## src/hdl/lpi_pkg.sv

```systemverilog
package lpi_pkg;

    localparam int COORD_W = 32;
    localparam int DV_W    = COORD_W + 1;   // direction may be a difference of points
    localparam int DMAG_W  = 65;            // |dot(dir, N)| < 3 * 2^63
    localparam int NMAG_W  = 64;            // |num| stays below 2^64
    localparam int WIDE_W  = 66;            // signed dot products and numerator
    localparam int PROD_W  = 96;            // |dir| * |num|
    localparam int QUO_W   = 35;            // quotient bits kept; above that it saturates
    localparam int CMP_W   = PROD_W + 5;    // room for dmag shifted by QUO_W
    localparam int SUM_W   = 37;            // origin plus quotient before the clamp
    localparam int LANES   = 3;

    localparam logic [QUO_W-1:0] QUO_LIMIT = QUO_W'(1) << (QUO_W - 1);

    typedef enum logic [1:0] {
        ST_OK       = 2'd0,
        ST_DEGEN    = 2'd1,
        ST_PARALLEL = 2'd2,
        ST_SAT      = 2'd3
    } status_t;

    // one item on its way through the divider
    typedef struct packed {
        logic [LANES-1:0][PROD_W-1:0]  rem;
        logic [LANES-1:0][QUO_W-1:0]   quo;
        logic [LANES-1:0]              ovf;
        logic [LANES-1:0]              neg;
        logic [LANES-1:0][COORD_W-1:0] org;
        logic [DMAG_W-1:0]             dmag;
        status_t                       early;
    } div_t;

endpackage

```

## src/hdl/lpi_result_if.sv

```systemverilog
interface lpi_result_if;
    logic        valid;
    logic        ready;
    logic [31:0] hit_x;
    logic [31:0] hit_y;
    logic [31:0] hit_z;
    logic [1:0]  status;

    modport source (output valid, hit_x, hit_y, hit_z, status, input ready);
    modport sink (input valid, hit_x, hit_y, hit_z, status, output ready);
endinterface

```

## src/hdl/lpi_back.sv

```systemverilog
module lpi_back (
    input  logic              clk,
    input  logic              rst_n,
    output logic              adv,
    input  logic              in_vld,
    input  lpi_pkg::div_t     in_data,
    lpi_result_if.source      result
);

    localparam int L = lpi_pkg::LANES;
    localparam logic signed [lpi_pkg::SUM_W-1:0] MAX_V = lpi_pkg::SUM_W'(32'sh7fffffff);
    localparam logic signed [lpi_pkg::SUM_W-1:0] MIN_V = -lpi_pkg::SUM_W'(33'sh080000000);

    logic                  out_vld_reg;
    logic [L-1:0][31:0]    hit_reg, hit_next;
    lpi_pkg::status_t      status_reg, status_next;

    logic signed [lpi_pkg::SUM_W-1:0] q_ext [L];
    logic signed [lpi_pkg::SUM_W-1:0] sum   [L];
    logic [L-1:0]                     sat;

    always_comb
    begin
        for (int i = 0; i < L; i++)
        begin
            q_ext[i] = $signed(lpi_pkg::SUM_W'(in_data.quo[i]));
            sum[i]   = in_data.neg[i]
                     ? lpi_pkg::SUM_W'($signed(in_data.org[i])) - q_ext[i]
                     : lpi_pkg::SUM_W'($signed(in_data.org[i])) + q_ext[i];
            if (in_data.ovf[i] || in_data.quo[i] > lpi_pkg::QUO_LIMIT)
            begin
                sat[i]      = 1'b1;
                hit_next[i] = in_data.neg[i] ? 32'h80000000 : 32'h7fffffff;
            end
            else if (sum[i] > MAX_V)
            begin
                sat[i]      = 1'b1;
                hit_next[i] = 32'h7fffffff;
            end
            else if (sum[i] < MIN_V)
            begin
                sat[i]      = 1'b1;
                hit_next[i] = 32'h80000000;
            end
            else
            begin
                sat[i]      = 1'b0;
                hit_next[i] = sum[i][31:0];
            end
        end
        if (in_data.early != lpi_pkg::ST_OK)
        begin
            hit_next    = '0;
            status_next = in_data.early;
        end
        else
            status_next = (sat != '0) ? lpi_pkg::ST_SAT : lpi_pkg::ST_OK;
    end

    // output register frees the pipe whenever it is empty or being drained
    assign adv = !out_vld_reg || result.ready;

    always_ff @(posedge clk or negedge rst_n)
    begin
        if (!rst_n)
            out_vld_reg <= 1'b0;
        else if (adv)
            out_vld_reg <= in_vld;
    end

    always_ff @(posedge clk)
    begin
        if (adv)
        begin
            hit_reg    <= hit_next;
            status_reg <= status_next;
        end
    end

    assign result.valid  = out_vld_reg;
    assign result.hit_x  = hit_reg[0];
    assign result.hit_y  = hit_reg[1];
    assign result.hit_z  = hit_reg[2];
    assign result.status = status_reg;

endmodule

```

## src/flat_wrapper.sv

```systemverilog
// flat-port wrapper written by rule: the top's interface ports become plain ports
module lpi_back_flat 
  (clk, rst_n, adv, in_vld, in_data, result_valid, result_hit_x, result_hit_y, result_hit_z, result_status, result_ready);
  lpi_result_if result_i ();
  input  logic clk;
  input  logic rst_n;
  output logic adv;
  input  logic in_vld;
  input  lpi_pkg::div_t in_data;
  output wire logic [$bits(result_i.valid)-1:0] result_valid;
  output wire logic [$bits(result_i.hit_x)-1:0] result_hit_x;
  output wire logic [$bits(result_i.hit_y)-1:0] result_hit_y;
  output wire logic [$bits(result_i.hit_z)-1:0] result_hit_z;
  output wire logic [$bits(result_i.status)-1:0] result_status;
  input wire logic [$bits(result_i.ready)-1:0] result_ready;
  assign result_valid = result_i.valid;
  assign result_hit_x = result_i.hit_x;
  assign result_hit_y = result_i.hit_y;
  assign result_hit_z = result_i.hit_z;
  assign result_status = result_i.status;
  assign result_i.ready = result_ready;
  lpi_back u_core (.clk(clk), .rst_n(rst_n), .adv(adv), .in_vld(in_vld), .in_data(in_data), .result(result_i));
endmodule
```

## config.mk

```make
export PLATFORM = sky130hd
export DESIGN_NAME = lpi_back_flat
export DESIGN_NICKNAME = d
export VERILOG_FILES = /design/src/hdl/lpi_pkg.sv /design/src/hdl/lpi_result_if.sv /design/src/hdl/lpi_back.sv /design/src/flat_wrapper.sv
export SDC_FILE = /design/constraint.sdc
export NUM_CORES = 1
export LEC_CHECK = 0
export ABC_CLOCK_PERIOD_IN_PS = 7840
export BUFFER_PORTS_ARGS = -buffer_cell sky130_fd_sc_hd__buf_4
export CAP_MARGIN = 30
export CORE_AREA = 10 10 253 255
export CTS_BUF_LIST = sky130_fd_sc_hd__clkbuf_16
export DETAILED_ROUTE_END_ITERATION = 7
export DIE_AREA = 0 0 263 265
export PLACE_DENSITY = 0.49
export SLEW_MARGIN = 10
export SYNTH_ARGS = -nofsm -noshare
export SYNTH_HDL_FRONTEND = slang
export SYNTH_SLANG_ARGS = --single-unit
```

## constraint.sdc

```tcl
create_clock -name clk -period 7.84 [get_ports clk]
set_clock_uncertainty 0.05 [all_clocks]
set_input_delay 1.96 -clock clk [delete_from_list [all_inputs] [get_ports clk]]
set_output_delay 1.96 -clock clk [all_outputs]
set_load 0.02 [all_outputs]
```

==> run_results.csv, run 1 <==
group,metric,value,unit
placed_design,dp_cells,2726,
placed_design,dp_hpwl,44400,um
route,firstDrtPassIters,7,
layout,stdcell_area,0.0166,sq mm
sta,tightest_slew,881,ps
hold_path,min_path_cells,2,
sta,hold_viol,0,
synth,synthesis.area,0.0129,sq mm
clock_tree,cts_tree,"done",
floorplanning,core-area,0.0588,sq mm
route,drtAntennaViolNets,0,
critical_path,worstSetupPathType,"input pin to flip-flop",
critical_path,rrSetupSlack,5620,ps
sta,max_slew_margin,41.3,%
route,num_vias,13700,
route,drt_iter0_markers,726,
global_route,first_global_vias,13800,
flow_run,maxCapViolations,0,
critical_path,start_kind,"input pin",
route,met3_length,4000,um
layout,nNetsFinal,2644,
sta,fin_crit,7350,ps
clock_tree,worstSkewPairLatency,380,ps
layout,drive_above_1_share,20.2,%
synth,synth_cells,1684,
synth,yosysWarningCount,0,
sta,fmax,136,MHz
clock_tree,cts_buffers,9,
critical_path,crit_fanout,6,
synth,synthesis.nets,2364,
floorplanning,io_pins,666,
power,power.density,152,mW/mm^2
critical_path,rr_worst_depth,2,
synth,synth_top_flop_cell,"edfxtp_1",
synth,seq_area_frac_synth,23.0,%
clock_tree,cts-root-buf,"clkbuf_16",
route,top_layer,"met5",
layout,nFillCells,6450,
critical_path,arrival,7430,ps
global_route,antenna_found_initial,4,
synth,async_flop_share,1.01,%
critical_path,reg2reg_to,"u_core.result.hit_x[0]",
synth,synth.avg_cell_area,7.66,sq um
floorplanning,die-area,0.0697,sq mm
sta,drv_slew,0,
route,route.met2.wl,23900,um
global_route,grt_pass1_wl,80900,um
route,drt-wirelength-per-cell,19.4,um
floorplanning,initial_core_util,21.9,%
power,p_leak,6.81,nW
clock_tree,cts.sinks,99,
critical_path,cp-end-kind,"flip-flop",
global_route,gr-total-overflow,0,
synth,synth_edf_count,98,
critical_path,required,7920,ps
route,viasPerCell,4.99,
global_route,grtUsageTotal,14.6,%
status,status,"finished, final reports clean",
clock_tree,cts_buffer_depth,2,
sta,period_share,93.7,%
hold_path,holdPathEnd,"u_core.result.valid",
route,wl_met1,24800,um
layout,final_util,28.2,%
hold_path,hp-start,"u_core.result.valid",
global_route,grt_max_degree,64,
hold_path,min_path_type,"flip-flop to flip-flop",
placed_design,placedInstanceArea,0.0163,sq mm
placed_design,port_buffers,312,
sta,setup_viol,0,
layout,area_growth,28.3,%
layout,stdcell_count,2744,
route,wirelength,53200,um
clock_tree,cts_setup_buffers,0,
sta,rsz0062_at_grt,"false",
route,drc,0,
clock_tree,htree_levels,3,
clock_tree,clk_pin_slew_worst_paths,70,ps
layout,final_common_cell,"buf_4",
floorplanning,rows,89,
layout,final_cell_mix,"buf_4, a21oi_1, nand2_1, xnor2_1, nor2_1",
placed_design,routabilityCongestion,0.909,
floorplanning,die_height,265,um
synth,ys_ff_latch,99,
power,ir_worst_vdd,0.110,mV
synth,yosysUniqueCellTypes,78,
critical_path,reg2reg_from,"u_core.result.valid",
floorplanning,die_w,263,um
## cells by family after synthesis
kind of cell | share of synthesized area [%]
compound gates | 26.6
fa+ha+maj | 11.2
mux | 0.407
xor+xnor | 13.1
simple gates | 21.6
buf+inv | 4.04
flops | 23.0
## cells in the mapped netlist (13+ instances only)
| master | number | share of area [%] |
|---|---|---|
| a21oi_1 | 274 | 11 |
| edfxtp_1 | 98 | 23 |
| o21bai_1 | 13 | 0.76 |
| nor2_1 | 140 | 4.1 |
| and3_1 | 18 | 0.87 |
| xor2_1 | 48 | 3.3 |
| clkbuf_1 | 57 | 1.7 |
| xnor2_1 | 145 | 9.8 |
| nand2b_1 | 17 | 0.82 |
| ha_1 | 111 | 11 |
| nand3_1 | 25 | 0.97 |
| o211ai_1 | 15 | 0.87 |
| a31oi_1 | 30 | 1.5 |
| o21a_1 | 22 | 1.3 |
| nor4_1 | 24 | 1.2 |
| a21o_1 | 45 | 2.6 |
| nand2_1 | 204 | 5.9 |
| a211oi_1 | 14 | 0.81 |
| inv_1 | 51 | 1.5 |
| nand4_1 | 30 | 1.5 |
| o21ai_0 | 85 | 3.3 |
| nor3_1 | 42 | 1.6 |
## critical path: stages
cell,delay (ps)
buf_4,120
or4_1,550
nor4_2,230
nand2_1,100
or3_1,390
inv_1,80
nand2_1,70
or2_2,360
nor2_1,190
buf_4,150
a21oi_1,60
xnor2_1,150
ha_1,380
a21oi_1,220
o21ai_0,160
a41o_1,250
a221o_1,350
a31oi_1,170
xnor2_1,250
o211ai_1,210
o41ai_4,450
buf_4,220
and4b_1,260
a31oi_1,100
## repair_timing
action	in CTS	in global routing
hold buffers	0	0
endpoints found under the setup margin	0	33
gates resized for setup	0	3
## cell type report
cell class	instances	area [sq um]	share of cell area (%)
Sequential cell	99	2970	17.9
Tap cell	773	967	5.84
Timing Repair Buffer	347	2670	16.1
Antenna cell	2	5.00	0.0302
Inverter	51	191	1.16
Multi-Input combinational cell	1456	9480	57.3
Clock buffer	9	225	1.36
Clock inverter	7	50.0	0.302
## metrics by stage
step                setup WS [ps]  hold slack (ps)  TNS, ps  power, mW
floorplan                     651             1610        0       1.58
global placement            -75.8             1090     -149       2.07
detailed placement          -96.4             1120     -189       2.07
CTS                           308             1170        0       2.55
global route                 64.8             1250        0       2.72
finish                        491             1080        0       2.52
## layer usage
layer / up-vias / track usage [%]
met5: - / 0
met4: 4 / 1.96
met3: 29 / 4.45
met2: 439 / 23.3
met1: 6455 / 19.4
li1: 6761 / -
## power breakdown
| part | internal (mW) | switching [mW] |
|---|---|---|
| registers | 0.640 | 0.0215 |
| clock network | 0.218 | 0.236 |
| logic | 0.564 | 0.842 |
## worst max-delay path by stage
stage	from	endpoint
final	in_data[181]	u_core.result.status[0]
after global routing	in_data[244]	u_core.result.status[0]
after CTS	in_data[181]	u_core.result.status[0]
after floorplan	in_data[181]	u_core.result.hit_x[23]
after detailed placement	in_data[181]	u_core.result.status[0]
after global placement	in_data[181]	u_core.result.status[1]
Power figures use the tool's default switching activity.
==> inputs of run 2 (changes only) <==
--- a/config.mk
+++ b/config.mk
@@ -8,11 +8,11 @@
 export ABC_CLOCK_PERIOD_IN_PS = 7840
 export BUFFER_PORTS_ARGS = -buffer_cell sky130_fd_sc_hd__buf_4
 export CAP_MARGIN = 30
-export CORE_AREA = 10 10 253 255
+export CORE_AREA = 2 2 260 262
 export CTS_BUF_LIST = sky130_fd_sc_hd__clkbuf_16
 export DETAILED_ROUTE_END_ITERATION = 7
-export DIE_AREA = 0 0 263 265
-export PLACE_DENSITY = 0.49
+export DIE_AREA = 0 0 262 264
+export PLACE_DENSITY = 0.45
 export SLEW_MARGIN = 10
 export SYNTH_ARGS = -nofsm -noshare
 export SYNTH_HDL_FRONTEND = slang
==> run 2 against run 1 <==
Count of clock-buffer cells in the layout unchanged. Final area rose by 1.0%. Sequential cell count unchanged. Sequential share of layout area fell by 0.18 points. Via count is essentially flat. Worst setup slack worse by 17 ps. Die area decreased by 0.76%. Critical path type unchanged. Largest cell class unchanged. Largest power group unchanged. Highest routed layer unchanged.
==> run_results.csv, run 2 (synthesis gave the netlist of run 1 again) <==
group,metric,value,unit
layout,stdcell_count,2848,
critical_path,worstSetupPathType,"input pin to flip-flop",
placed_design,dp_hpwl,43500,um
floorplanning,die-area,0.0692,sq mm
floorplanning,die_w,262,um
floorplanning,die_height,264,um
critical_path,crit_fanout,4,
sta,setup_tns,0,ps
placed_design,placedInstanceArea,0.0164,sq mm
critical_path,arrival,7440,ps
hold_path,min_path_type,"flip-flop to flip-flop",
power,power,2.58,mW
power,p_leak,6.84,nW
layout,final_common_cell,"buf_4",
floorplanning,initial_core_util,19.4,%
global_route,grt_pass1_wl,78200,um
route,drtAntennaViolNets,0,
sta,fin_crit,7370,ps
layout,final_cell_mix,"buf_4, a21oi_1, nand2_1, xnor2_1, nor2_1",
route,firstDrtPassIters,5,
global_route,gr-total-overflow,0,
layout,stdcell_area,0.0167,sq mm
clock_tree,cts_buffers,9,
critical_path,rrSetupSlack,5640,ps
placed_design,port_buffers,312,
clock_tree,clk_pin_slew_worst_paths,70,ps
power,power.density,154,mW/mm^2
floorplanning,io_pins,666,
sta,rsz0062_at_grt,"false",
sta,max_slew_margin,39.7,%
sta,layout_setup_ws,474,ps
global_route,grtUsageTotal,14.6,%
clock_tree,cts_buffer_depth,2,
layout,drive_above_1_share,20.2,%
floorplanning,rows,95,
route,drt_iter0_markers,1013,
global_route,first_global_vias,13500,
global_route,grt_max_degree,61,
clock_tree,worstSkewPairLatency,380,ps
flow_run,maxCapViolations,0,
clock_tree,cts_resized,0,
floorplanning,core-area,0.0666,sq mm
sta,fmax,136,MHz
clock_tree,cts_hold_buf,0,
sta,tightest_slew,882,ps
route,num_vias,13700,
sta,setup_viol,0,
sta,hold_viol,0,
route,drc,0,
status,status,"finished, final reports clean",
sta,drv_slew,0,
layout,nNetsFinal,2648,
critical_path,cp-end-kind,"flip-flop",
layout,nFillCells,7387,
layout,area_growth,29.7,%
critical_path,required,7910,ps
route,viasPerCell,4.80,
placed_design,dp_slack,65.4,ps
route,drt-wirelength-per-cell,18.3,um
clock_tree,cts.sinks,99,
placed_design,dp_cells,2830,
sta,period_share,93.9,%
clock_tree,htree_levels,3,
placed_design,routabilityCongestion,0.899,
clock_tree,cts-root-buf,"clkbuf_16",
critical_path,start_kind,"input pin",
power,ir_worst_vdd,0.107,mV
clock_tree,cts_tree,"done",
route,wirelength,52200,um
global_route,antenna_found_initial,2,
clock_tree,cts_setup_buffers,0,
==> run 2: changes by cell type in the layout (fill, tap and decap cells not counted), sizes merged <==
cell	previous run	this run
buf	347	351
inv	56	52
bufinv	0	2
clkinv	1	3
clkinvlp	1	0
diode	2	3
==> run 2: final timing paths <==
path,startpoint,end,cells past startpoint
max in group asynchronous,rst_n,u_core.result.valid,1
worst min register to register,u_core.result.valid,u_core.result.valid,2
min in group asynchronous,rst_n,u_core.result.valid,1
worst max register to register,u_core.result.valid,u_core.result.hit_y[25],2
worst min-delay path,u_core.result.valid,u_core.result.valid,2
worst max-delay path,in_data[181],u_core.result.status[0],22
==> run 2: area by class of cell <==
cell class / instances / area [sq um] / area share, %
sequential: 99 / 2970 / 17.7
inverter: 51 / 191 / 1.14
tap: 873 / 1090 / 6.53
clock inverter: 6 / 90.1 / 0.539
multi-input combinational: 1456 / 9470 / 56.6
clock buffer: 9 / 225 / 1.35
antenna: 3 / 7.51 / 0.0449
timing repair buffer: 351 / 2690 / 16.1
==> run 2: power breakdown <==
part	total [mW]	switching [mW]	internal (mW)	leakage (nW)
Clock	0.512	0.232	0.280	0.154
Sequential	0.661	0.0213	0.639	1.06
Combinational	1.41	0.842	0.566	5.63
==> run 2: critical path: stages <==
cell and delay (ps):
buf_4 110, or4_1 550, nor4_2 200, nand2_1 100, or3_1 400, inv_1 80
nand2_1 80, or2_2 360, nor2_1 200, a21oi_1 110, xnor2_1 230, ha_1 280
o21ai_0 250, o21ai_0 180, or4_1 580, a41o_1 280, and3_1 210, or2_2 300
o41ai_1 360, buf_4 200, and4b_1 270, a31oi_1 110
==> run 2: per-layer routing <==
layer / track usage [%] / up-vias / share of wire [%]
met1: 20.0 / 6463 / 47
met4: 2.21 / 2 / 0.90
met2: 23.4 / 425 / 45
met3: 3.57 / 26 / 6.9
li1: - / 6760 / -
met5: 0 / - / 0.031
==> run 2: per-stage QoR <==
stage / utilization [%] / hold WS, ps
finish: 25.1 / 942
detailed placement: 24.6 / 976
global placement: 24.6 / 1030
global route: 25.1 / 1080
CTS: 25.1 / 1010
floorplan: - / 1610
