## src/hdl/lpi_pkg.sv

```systemverilog
package lpi_pkg;

    localparam int COORD_W = 32;
    localparam int DV_W    = COORD_W + 1;   // direction may be a difference of points
    localparam int DMAG_W  = 65;            // |dot(dir, N)| < 3 * 2^63
    localparam int NMAG_W  = 64;            // |num| stays below 2^64
    localparam int WIDE_W  = 66;            // signed dot products and numerator
    localparam int PROD_W  = 96;            // |dir| * |num|
    localparam int QUO_W   = 35;            // quotient bits kept; above that it saturates
    localparam int CMP_W   = PROD_W + 5;    // room for dmag shifted by QUO_W
    localparam int SUM_W   = 37;            // origin plus quotient before the clamp
    localparam int LANES   = 3;

    localparam logic [QUO_W-1:0] QUO_LIMIT = QUO_W'(1) << (QUO_W - 1);

    typedef enum logic [1:0] {
        ST_OK       = 2'd0,
        ST_DEGEN    = 2'd1,
        ST_PARALLEL = 2'd2,
        ST_SAT      = 2'd3
    } status_t;

    // one item on its way through the divider
    typedef struct packed {
        logic [LANES-1:0][PROD_W-1:0]  rem;
        logic [LANES-1:0][QUO_W-1:0]   quo;
        logic [LANES-1:0]              ovf;
        logic [LANES-1:0]              neg;
        logic [LANES-1:0][COORD_W-1:0] org;
        logic [DMAG_W-1:0]             dmag;
        status_t                       early;
    } div_t;

endpackage

```

## src/hdl/lpi_div_step.sv

```systemverilog
module lpi_div_step #(
    parameter int BIT = 0
) (
    input  logic              clk,
    input  logic              rst_n,
    input  logic              adv,
    input  logic              in_vld,
    input  lpi_pkg::div_t     in_data,
    output logic              vld,
    output lpi_pkg::div_t     data
);

    logic                      vld_reg;
    lpi_pkg::div_t             data_reg, data_next;
    logic [lpi_pkg::CMP_W-1:0] dsh;
    logic [lpi_pkg::CMP_W-1:0] diff [lpi_pkg::LANES];

    assign dsh = lpi_pkg::CMP_W'(in_data.dmag) << BIT;

    // one restoring step on each lane
    always_comb
    begin
        data_next = in_data;
        for (int i = 0; i < lpi_pkg::LANES; i++)
        begin
            diff[i] = lpi_pkg::CMP_W'(in_data.rem[i]) - dsh;
            if (lpi_pkg::CMP_W'(in_data.rem[i]) >= dsh)
            begin
                data_next.rem[i]      = diff[i][lpi_pkg::PROD_W-1:0];
                data_next.quo[i][BIT] = 1'b1;
            end
        end
    end

    always_ff @(posedge clk or negedge rst_n)
    begin
        if (!rst_n)
            vld_reg <= 1'b0;
        else if (adv)
            vld_reg <= in_vld;
    end

    always_ff @(posedge clk)
    begin
        if (adv)
            data_reg <= data_next;
    end

    assign vld  = vld_reg;
    assign data = data_reg;

endmodule

```

## config.mk

```make
export PLATFORM = sky130hd
export DESIGN_NAME = lpi_div_step
export DESIGN_NICKNAME = d
export VERILOG_FILES = /design/src/hdl/lpi_pkg.sv /design/src/hdl/lpi_div_step.sv
export SDC_FILE = /design/constraint.sdc
export NUM_CORES = 1
export LEC_CHECK = 0
export ABC_AREA = 0
export BUFFER_PORTS_ARGS = -buffer_cell sky130_fd_sc_hd__buf_2
export CAP_MARGIN = 30
export CELL_PAD_IN_SITES_DETAIL_PLACEMENT = 1
export CELL_PAD_IN_SITES_GLOBAL_PLACEMENT = 2
export CORE_AREA = 2 2 446 448
export CTS_CLUSTER_DIAMETER = 80
export DETAILED_ROUTE_END_ITERATION = 16
export DIE_AREA = 0 0 448 450
export GPL_TIMING_DRIVEN = 0
export HOLD_SLACK_MARGIN = 0.03
export PLACE_DENSITY = 0.48
export SLEW_MARGIN = 20
export SYNTH_ARGS = -nofsm -noshare
export SYNTH_HDL_FRONTEND = slang
export SYNTH_SLANG_ARGS = --single-unit
```

## constraint.sdc

```tcl
create_clock -name clk -period 1.5 [get_ports clk]
set_input_delay 0.225 -clock clk [delete_from_list [all_inputs] [get_ports clk]]
set_output_delay 0.225 -clock clk [all_outputs]
set_load 0.01 [all_outputs]
```

==> run metrics, run 1 <==
status complete, but fails checks; failing checks negative hold slack, negative setup slack; vias per cell approximately 4.4; area leader, netlist edfxtp_1; CTS Buffer Depth 3; Cell Area, Synth 33700 sq um; CP Launch Type input port; Final Cycle Share 212%; first-pass GRT wire length 296 mm; Synth Area per Inst between 10 and 15 sq um; Crit. End Element flip-flop; YS warnings 0; synthesis-to-layout area growth 77.2%; nets just over 6000; Final Total Pwr 58.1 mW; Fin Hold WS -0.143 ns; die area 202000 sq um; fin worst setup slack -1.69 ns; worst rel slew slack a little under a third; post-DP HPWL 178 mm; setup violators final 557; CP required 1.95 ns; CP Cell Sequence buf_6 -> or3_4 -> or2_4 -> or4_4 -> or3_4 -> or3_4 -> or4_4 -> o22ai_4 -> buf_12 -> buf_12 -> mux2_2; initial antenna violation count 125; Post-synth EDFFs 562; pin count of the biggest net entering global routing 93; Initial Util 17.1%; Main synth FF type edfxtp_1; Clock Sinks 563; port buffer count 1128; wire length per cell around 27 um; Initial DRT Pass Iterations 5; DR vias 35500; register area share after synthesis between 50% and 60%; CTS root buf clkbuf_16; unrepaired setup endpoints after global routing yes; Power Dens Cells 973 nW/um^2; vias in the first global route ~37000; flops & latches, synth 563; f_max 0.314 GHz; class of the worst hold path input port to flip-flop; placed inst area about 44000 sq um; final instance area 59700 sq um; GRT Overall Usage 20.8%; Fin. Hold Viols 15; count of pins over their slew limit 0; GRT overflow 0; layout cells sized above 1 between 40% and 50%; htree depth 3; top-level port count 1129; Post-Syn Instances 3319; transition time of the tightest slew-check pin 1.02 ns; DRC errors left 0; leakage about 23 nW; CTS tree built; Setup CP Type input port to flip-flop; clock skew 0 ns; most frequent CP cell or3_4; critical path arrival around 3.6 ns; # fillers 22300; Tmin final ~3.2 ns; synth unique cells 73; Final ANT Viol Nets 0; setup_tns -517.19 ns; number of flip-flops in the largest register 562; slowest stage cell, crit path or4_4; number of buffers created by CTS just under 90; Peak supply drop 0.729 mV; final WL 220 mm; Post-Synthesis Net Count 4083; worst skew pair latency 0.71 ns; final design utilization 30.4%; share of the synthesized area in the top cell type 50.1%; largest cells by area after synthesis edfxtp_1, ha_1, a21oi_1; CP max stage delay roughly 0.45 ns; Worst-path clk slew ~0.060 ns; pre-CTS setup slack -3.72 ns; RePlAce Congestion 0.871; Die X 448 um; Initial DRC Count 1734; critical path peak fanout 10; Core Box Area 197000 sq um; max-cap viol count 0; Chip Height 450 um; Synth async-reset ratio 0.178%; Std-Cell Rows 163
[Yosys cell counts (all sizes together) (5+ instances only)]
| master | n |
|---|---|
| nand3b | 11 |
| a21oi | 314 |
| edfxtp | 562 |
| or2 | 20 |
| a211oi | 17 |
| ha | 195 |
| inv | 120 |
| nand2b | 23 |
| nor4b | 7 |
| buf | 21 |
| o22ai | 6 |
| clkbuf | 122 |
| o2111ai | 7 |
| xnor2 | 153 |
| nor3 | 65 |
| or4 | 17 |
| nand4 | 99 |
| a21o | 115 |
| and2 | 8 |
| nand4b | 6 |
| o31ai | 16 |
| a31o | 5 |
| o211ai | 17 |
| a221oi | 5 |
| nand3 | 55 |
| o221ai | 6 |
| mux2 | 17 |
| xor2 | 120 |
| o41ai | 6 |
| nor2b | 21 |
| o21a | 23 |
| a21boi | 13 |
| nand2 | 363 |
| or3 | 27 |
| nor2 | 284 |
| o21bai | 47 |
| a2111oi | 14 |
| nor4 | 39 |
| and3 | 13 |
| o21ai | 270 |
| a31oi | 29 |
[cell usage in the layout, fill, tap and decap left out, types with 23 or more instances in the layout]
| cell | n |
|---|---|
| clkinvlp_4 | 53 |
| clkbuf_16 | 95 |
| nand2_2 | 34 |
| nor2_1 | 235 |
| a21o_1 | 115 |
| o21bai_1 | 43 |
| clkbuf_1 | 25 |
| xnor2_1 | 143 |
| nand4_1 | 99 |
| buf_4 | 237 |
| o21ai_0 | 140 |
| nor2_2 | 29 |
| buf_2 | 1096 |
| a21oi_4 | 23 |
| buf_12 | 62 |
| ha_1 | 60 |
| dlygate4sd3_1 | 575 |
| nand2_1 | 321 |
| xor2_1 | 117 |
| edfxtp_1 | 562 |
| ha_4 | 96 |
| a21oi_1 | 197 |
| nor3_1 | 39 |
| a21oi_2 | 94 |
| o21ai_2 | 52 |
| diode_2 | 30 |
| buf_6 | 47 |
| nand3_1 | 37 |
| inv_1 | 66 |
| ha_2 | 39 |
| o21ai_1 | 63 |
[power by group]
part / total, mW / leakage [nW] / switching [mW] / internal, mW
combinational: 17.3 / 16.4 / 9.95 / 7.34
clock: 20.8 / 1.38 / 8.68 / 12.1
sequential: 20.0 / 5.51 / 0.505 / 19.5
[path summary, 6_finish.rpt]
check / depth (start not counted) / endpoint / start / slack [ns]
min in group asynchronous: 3 / vld / rst_n / 0.35
setup reg to reg: 1 / vld / vld / 0.76
hold / removal: 2 / data[558] / in_data[558] / -0.14
setup / recovery: 11 / data[511] / in_data[554] / -1.69
hold reg to reg: 1 / vld / vld / 0.51
max in group asynchronous: 3 / vld / rst_n / 1.05
[per-layer routing]
metal  global-route usage [%]  vias to the layer above  share of wire [%]
li1                         -                    16500                  -
met1                     21.8                    17500                 36
met2                     40.7                     1072                 55
met3                     2.67                      431                4.0
met4                     9.31                        4                4.9
met5                        0                        -             0.0096
[critical path, delay by kind of cell]
| family | cells | cell delay [ns] |
|---|---|---|
| multiplexers | 1 | 0.35 |
| buffers and inverters | 3 | 0.48 |
| AND/OR/NAND/NOR | 6 | 2.31 |
| AO/OA/AOI/OAI | 1 | 0.26 |
[area by class of cell]
class	instances	area [sq um]	share of cell area, %
Buffer	67	891	1.49
Sequential cell	563	16900	28.3
Inverter	120	664	1.11
Clock buffer	102	2240	3.76
Tap cell	2640	3300	5.53
Timing Repair Buffer	2010	14700	24.6
Clock inverter	59	604	1.01
Multi-Input combinational cell	2493	20300	34.0
Antenna cell	30	75.1	0.126
[logic make-up (layout without fill, tap and decap cells)]
family	after synthesis	in the layout	share of synthesized area, %
AO/OA/AOI/OAI	933	933	16.7
XOR/XNOR	273	273	7.10
adder cells (fa/ha/maj)	198	198	7.42
buffers and inverters	263	2358	3.09
flip-flops	563	563	50.2
multiplexers	19	19	0.628
other	0	30	0
AND/OR/NAND/NOR	1070	1070	14.9
[stage by stage]
stage	hold slack, ns	std cells
5_1_grt	-0.166	8078
2_1_floorplan	-0.0706	3319
3_5_place_dp	0.00132	7097
6_report	-0.143	8084
3_3_place_gp	-0.000434	7087
4_1_cts	-0.270	7894
[what timing repair did]
action	CTS	global route
pin swaps	88	160
hold buffers	564	11
resized for setup	532	557
endpoints found under the hold margin	614	62
endpoints found under the setup margin	1074	1002
cloned	1	2
buffers inserted	122	176
Note: power is estimated with default switching activity, not from simulation.
==> inputs of run 2 (changes only) <==
==> constraint.sdc (replaced) <==
create_clock -name clk -period 1.5 [get_ports clk]
set_input_delay 0.15 -clock clk [delete_from_list [all_inputs] [get_ports clk]]
set_output_delay 0.15 -clock clk [all_outputs]
set_load 0.01 [all_outputs]
==> run metrics, run 2 (synthesized netlist as in run 1, its figures left out) <==
post-DP HPWL 178 mm (unchanged); setup violators final 703 (+26%); Tmin final 3.12 ns (-0.0703 ns); Fin Hold WS -0.242 ns (-0.0995 ns); CTS Buffer Depth 3 (unchanged); Peak supply drop 0.713 mV (-2.1%); RePlAce Congestion 0.871 (unchanged); GRT Overall Usage 20.8% (about the same); fin worst setup slack -1.62 ns (+0.0703 ns); class of the worst hold path input port to flip-flop; Int Pwr 39.4 mW (+1.2%); CTS tree built; port buffer count 1128 (unchanged); vias in the first global route 37200 (-0.25%); setup_tns -581.69 ns (-64.50 ns); Initial DRC Count 1688 (-2.7%); number of buffers created by CTS 87 (unchanged); critical path arrival 3.55 ns (-0.09 ns); synthesis-to-layout area growth 86.8%; number of flip-flops in the largest register 562 (unchanged); Fin. Hold Viols 6 (-9); top-level port count 1129 (unchanged); most frequent cells in the layout buf_2, dlygate4sd3_1, edfxtp_1; Sw Ratio 33.2% (+0.28 points); count of pins over their slew limit 0 (unchanged); Final ANT Viol Nets 0 (unchanged); die area 202000 sq um (unchanged); Std-Cell Rows 163 (unchanged); transition time of the tightest slew-check pin 1.10 ns (+0.0837 ns); htree depth 3 (unchanged); Setup CP Type input port to flip-flop; Power Dens Cells 938 nW/um^2 (-3.6%); power share of the clock group 35.2% (-0.5 points); layout cells sized above 1 48.2% (+5.0 points); Clock Sinks 563 (unchanged); placed inst area 43900 sq um (unchanged); CTS root buf clkbuf_16; CP Launch Type input port; pin count of the biggest net entering global routing 93 (unchanged); Worst-path clk slew 0.06 ns (about the same); leakage 24.9 nW (+6.9%); Chip Height 450 um (unchanged); wire length per cell 27.9 um (+2.8%); initial antenna violation count 129 (+3.2%); most common cell after layout, fill and taps aside buf_2; clock skew 0 ns (unchanged); Crit. End Element flip-flop; status complete, but fails checks; unrepaired setup endpoints after global routing yes; first-pass GRT wire length 295 mm (-0.11%); worst rel slew slack 26.1% (-5.6 points); Die X 448 um (unchanged); Flop pwr share 33.9% (-0.6 points); f_max 0.321 GHz (+2.3%); Initial DRT Pass Iterations 4 (-1); DRC errors left 0 (unchanged); Comb power frac 30.9% (+1.1 points); max-cap viol count 0 (unchanged); Final Cycle Share 208% (-4.7 points); switching power 19.6 mW (+2.5%); CP required 1.93 ns (-0.02 ns); critical path peak fanout 6 (-4); worst skew pair latency 0.71 ns (about the same); Initial Util 17.1% (unchanged); failing checks negative hold slack, negative setup slack; DR vias 36100 (+1.5%); Core Box Area 197000 sq um (unchanged); vias per cell 4.42 (+0.56%); nets 6183 (+1.3%); GRT overflow 0 (unchanged); final WL 228 mm (+3.8%); final instance area 62900 sq um (+5.4%)
==> run 2: cell types whose count changed in the layout (fill, tap and decap cells not counted), sizes merged <==
cell,delta
inv,-2
diode,+2
dlygate4sd3,+11
clkinvlp,+2
clkbuf,+17
buf,+49
==> run 2: layout make-up <==
type	count	area (sq um)
sequential	563	16900
fill	22000	134000
clock inverter	59	604
multi-input combinational	2493	22100
timing repair buffer	2095	16100
inverter	120	672
tap	2640	3300
buffer	59	948
antenna	32	80.1
clock buffer	102	2240
==> run 2: stage by stage <==
step                std cells  utilization, %  power, mW  setup WS [ns]  hold slack [ns]
floorplan                3319               -       26.8          -1.82           -0.146
global route             8152            32.0       61.6          -1.66           -0.258
CTS                      7867            28.2       57.5          -1.58           -0.345
global placement         7087            22.2       34.0         -10.61          -0.0754
detailed placement       7097            22.3       33.7          -3.64          -0.0737
finish                   8163            32.0       59.0          -1.62           -0.242
==> run 2: power groups by stage <==
| stage | registers (mW) | logic (mW) | clock network [mW] |
|---|---|---|---|
| final | 20.0 | 18.2 | 20.8 |
| after CTS | 20.0 | 16.0 | 21.6 |
| after floorplan | 21.2 | 5.54 | 0 |
| after global routing | 20.2 | 19.4 | 22.1 |
| after global placement | 20.6 | 13.3 | 0 |
| after detailed placement | 20.3 | 13.4 | 0 |
==> run 2: path summary, 6_finish.rpt <==
kind,to,cells past startpoint,startpoint,slack (ns)
worst max-delay path,data[555],13,in_data[554],-1.62
worst min-delay path,data[467],3,in_data[467],-0.24
worst max register to register,vld,1,vld,0.76
worst min register to register,vld,1,vld,0.51
max in group asynchronous,vld,3,rst_n,1.13
min in group asynchronous,vld,3,rst_n,0.27
==> run 2: routing by layer <==
metal,track usage [%],vias up,wire (um),share of wire [%]
li1,-,16600,-,-
met1,21.8,17900,81800,36
met2,41.0,1045,126000,55
met3,2.72,451,8740,3.8
met4,8.62,6,11300,5.0
met5,0,-,41,0.018
==> run 2: timing repair <==
action	CTS	global route
resized for setup	532	1107
gates cloned	1	32
hold buffers	537	50
pin swaps	88	364
endpoints found under the setup margin	514	552
hold endpoints to repair	614	136
setup buffers	122	222
==> run 2: worst max-delay path, stage by stage <==
cell and delay [ns]:
buf_8 0.10, or3_4 0.39, or2_4 0.24, or4_4 0.44, or3_4 0.35, or3_4 0.42, or4_4 0.44, o22ai_4 0.26
a211o_1 0.21, or2_1 0.15, buf_8 0.15, nor3_2 0.05, xor2_1 0.19
==> inputs of run 3 (changes only) <==
==> constraint.sdc (replaced) <==
create_clock -name clk -period 1.5 [get_ports clk]
set_input_delay 0.075 -clock clk [delete_from_list [all_inputs] [get_ports clk]]
set_output_delay 0.075 -clock clk [all_outputs]
set_load 0.01 [all_outputs]
==> run metrics, run 3 (synthesized netlist as in run 1, its figures left out) <==
Core Box Area 197000 sq um (unchanged); DR vias 36500 (+1.2%); Tmin final 3.04 ns (-0.0718 ns); status complete, but fails checks; layout cells sized above 1 47.7% (-0.51 points); CTS tree built; routed wl met2 127 mm (+0.32%); Peak supply drop 0.733 mV (+2.8%); post-DP HPWL 178 mm (unchanged); wire length per cell 27.8 um (-0.39%); Setup CP Type input port to flip-flop; Comb power frac 31.2% (+0.3 points); CP Launch Type input port; number of flip-flops in the largest register 562 (unchanged); final WL 230 mm (+0.84%); f_max 0.328 GHz (+2.4%); port buffer count 1128 (unchanged); transition time of the tightest slew-check pin 1.05 ns (-0.0480 ns); Fin. Hold Viols 101 (+95); Final Total Pwr 59.4 mW (+0.65%); final design utilization 32.6% (+0.63 points); worst rel slew slack 29.7% (+3.6 points); Worst-path clk slew 0.06 ns (about the same); FF-to-FF setup slack 0.76 ns (about the same); CTS root buf clkbuf_16; placed inst area 43900 sq um (unchanged); critical path arrival 3.49 ns (-0.06 ns); FF-to-FF Start vld; synthesis-to-layout area growth 90.4%; htree depth 3 (unchanged); GRT overflow 0 (unchanged); pre-CTS setup slack -3.57 ns (+0.0750 ns); die area 202000 sq um (unchanged); number of buffers created by CTS 87 (unchanged); vias in the first global route 37500 (+0.64%); power share of the clock group 35.1% (about the same); # fillers 22000 (-0.027%); class of the worst hold path input port to flip-flop; Fin Hold WS -0.390 ns (-0.148 ns); Initial DRC Count 1768 (+4.7%); Crit. End Element flip-flop; DRC errors left 0 (unchanged); worst skew pair latency 0.71 ns (about the same); first-pass GRT wire length 298 mm (+0.79%); failing checks negative hold slack, negative setup slack; Power Dens Cells 926 nW/um^2 (-1.3%); Final Cycle Share 203% (-4.8 points); RePlAce Congestion 0.871 (unchanged); most common cell after layout, fill and taps aside buf_2; unrepaired setup endpoints after global routing yes; critical path peak fanout 5 (-1); leakage 25.4 nW (+2.0%); clock skew 0 ns (unchanged); final instance area 64100 sq um (+2.0%); pin count of the biggest net entering global routing 93 (unchanged); max-cap viol count 0 (unchanged); worst hold start in_data[3]; wl on met1 82.2 mm (+0.56%); CTS Buffer Depth 3 (unchanged); FF+latch area 16900 sq um (unchanged); fin worst setup slack -1.54 ns (+0.0718 ns); Sw Ratio 33.3% (+0.091 points); met3 WL 8.88 mm (+1.6%); Top Metal Used met5; Final ANT Viol Nets 0 (unchanged); vias per cell 4.42 (about the same); GRT Overall Usage 21.0% (+0.16 points); Die X 448 um (unchanged); CP required 1.94 ns (about the same); setup violators final 293 (-58%); nets 6282 (+1.6%); Initial DRT Pass Iterations 5 (+1); Multi-input gate area 22300 sq um (+1.1%); Int Pwr 39.6 mW (+0.51%); top-level port count 1129 (unchanged); count of pins over their slew limit 0 (unchanged); initial antenna violation count 133 (+3.1%); Flop pwr share 33.7% (-0.2 points); Clock Sinks 563 (unchanged); Std-Cell Rows 163 (unchanged); switching power 19.8 mW (+0.93%); Initial Util 17.1% (unchanged); Chip Height 450 um (unchanged); Crit. Startpoint in_data[554]; most frequent cells in the layout buf_2, dlygate4sd3_1, edfxtp_1
-- run 3: final cells by class --
| type | count | area share, % |
|---|---|---|
| buffer | 63 | 1.54 |
| timing repair buffer | 2190 | 26.5 |
| inverter | 120 | 1.04 |
| tap | 2640 | 5.15 |
| sequential | 563 | 26.4 |
| clock inverter | 59 | 0.942 |
| antenna | 34 | 0.133 |
| multi-input combinational | 2493 | 34.8 |
| clock buffer | 102 | 3.50 |
-- run 3: worst paths after layout --
| kind | cells after the start | endpoint |
|---|---|---|
| setup reg to reg | 1 | vld |
| setup / recovery | 14 | data[561] |
| min in group asynchronous | 3 | vld |
| hold reg to reg | 1 | vld |
| hold / removal | 1 | data[3] |
| max in group asynchronous | 3 | vld |
-- run 3: what timing repair did --
action / CTS / global route
buffers inserted: 122 / 225
setup endpoints to repair: 468 / 464
hold endpoints to repair: 616 / 214
pin swaps: 88 / 338
gates resized for setup: 532 / 1149
cloned: 1 / 31
hold buffers: 587 / 100
-- run 3: power by group through the flow --
stage / logic, mW / registers (mW) / clock network, mW
final: 18.5 / 20.0 / 20.8
after global routing: 19.7 / 20.2 / 22.1
after CTS: 16.0 / 20.0 / 21.6
after detailed placement: 13.4 / 20.3 / 0
after global placement: 13.3 / 20.6 / 0
after floorplan: 5.54 / 21.2 / 0
-- run 3: critical path: stages --
cell,delay [ns]
buf_8,0.10
or3_4,0.39
or2_4,0.24
or4_4,0.44
or3_4,0.36
or3_4,0.44
or4_4,0.44
o22ai_4,0.24
buf_12,0.20
buf_12,0.13
clkbuf_16,0.18
nor3_2,0.06
nand2_1,0.08
xnor2_1,0.09
-- run 3: stage by stage --
| step | TNS [ns] | cells |
|---|---|---|
| floorplan | -424.24 | 3319 |
| global placement | -6481.90 | 7087 |
| detailed placement | -1211.42 | 7097 |
| CTS | -455.31 | 7917 |
| global route | -400.67 | 8255 |
| finish | -387.27 | 8264 |
-- run 3: layer usage --
metal / track usage (%) / up-vias
li1: - / 16800
met3: 2.69 / 468
met1: 21.9 / 18200
met2: 41.3 / 1029
met5: 0 / -
met4: 8.75 / 4
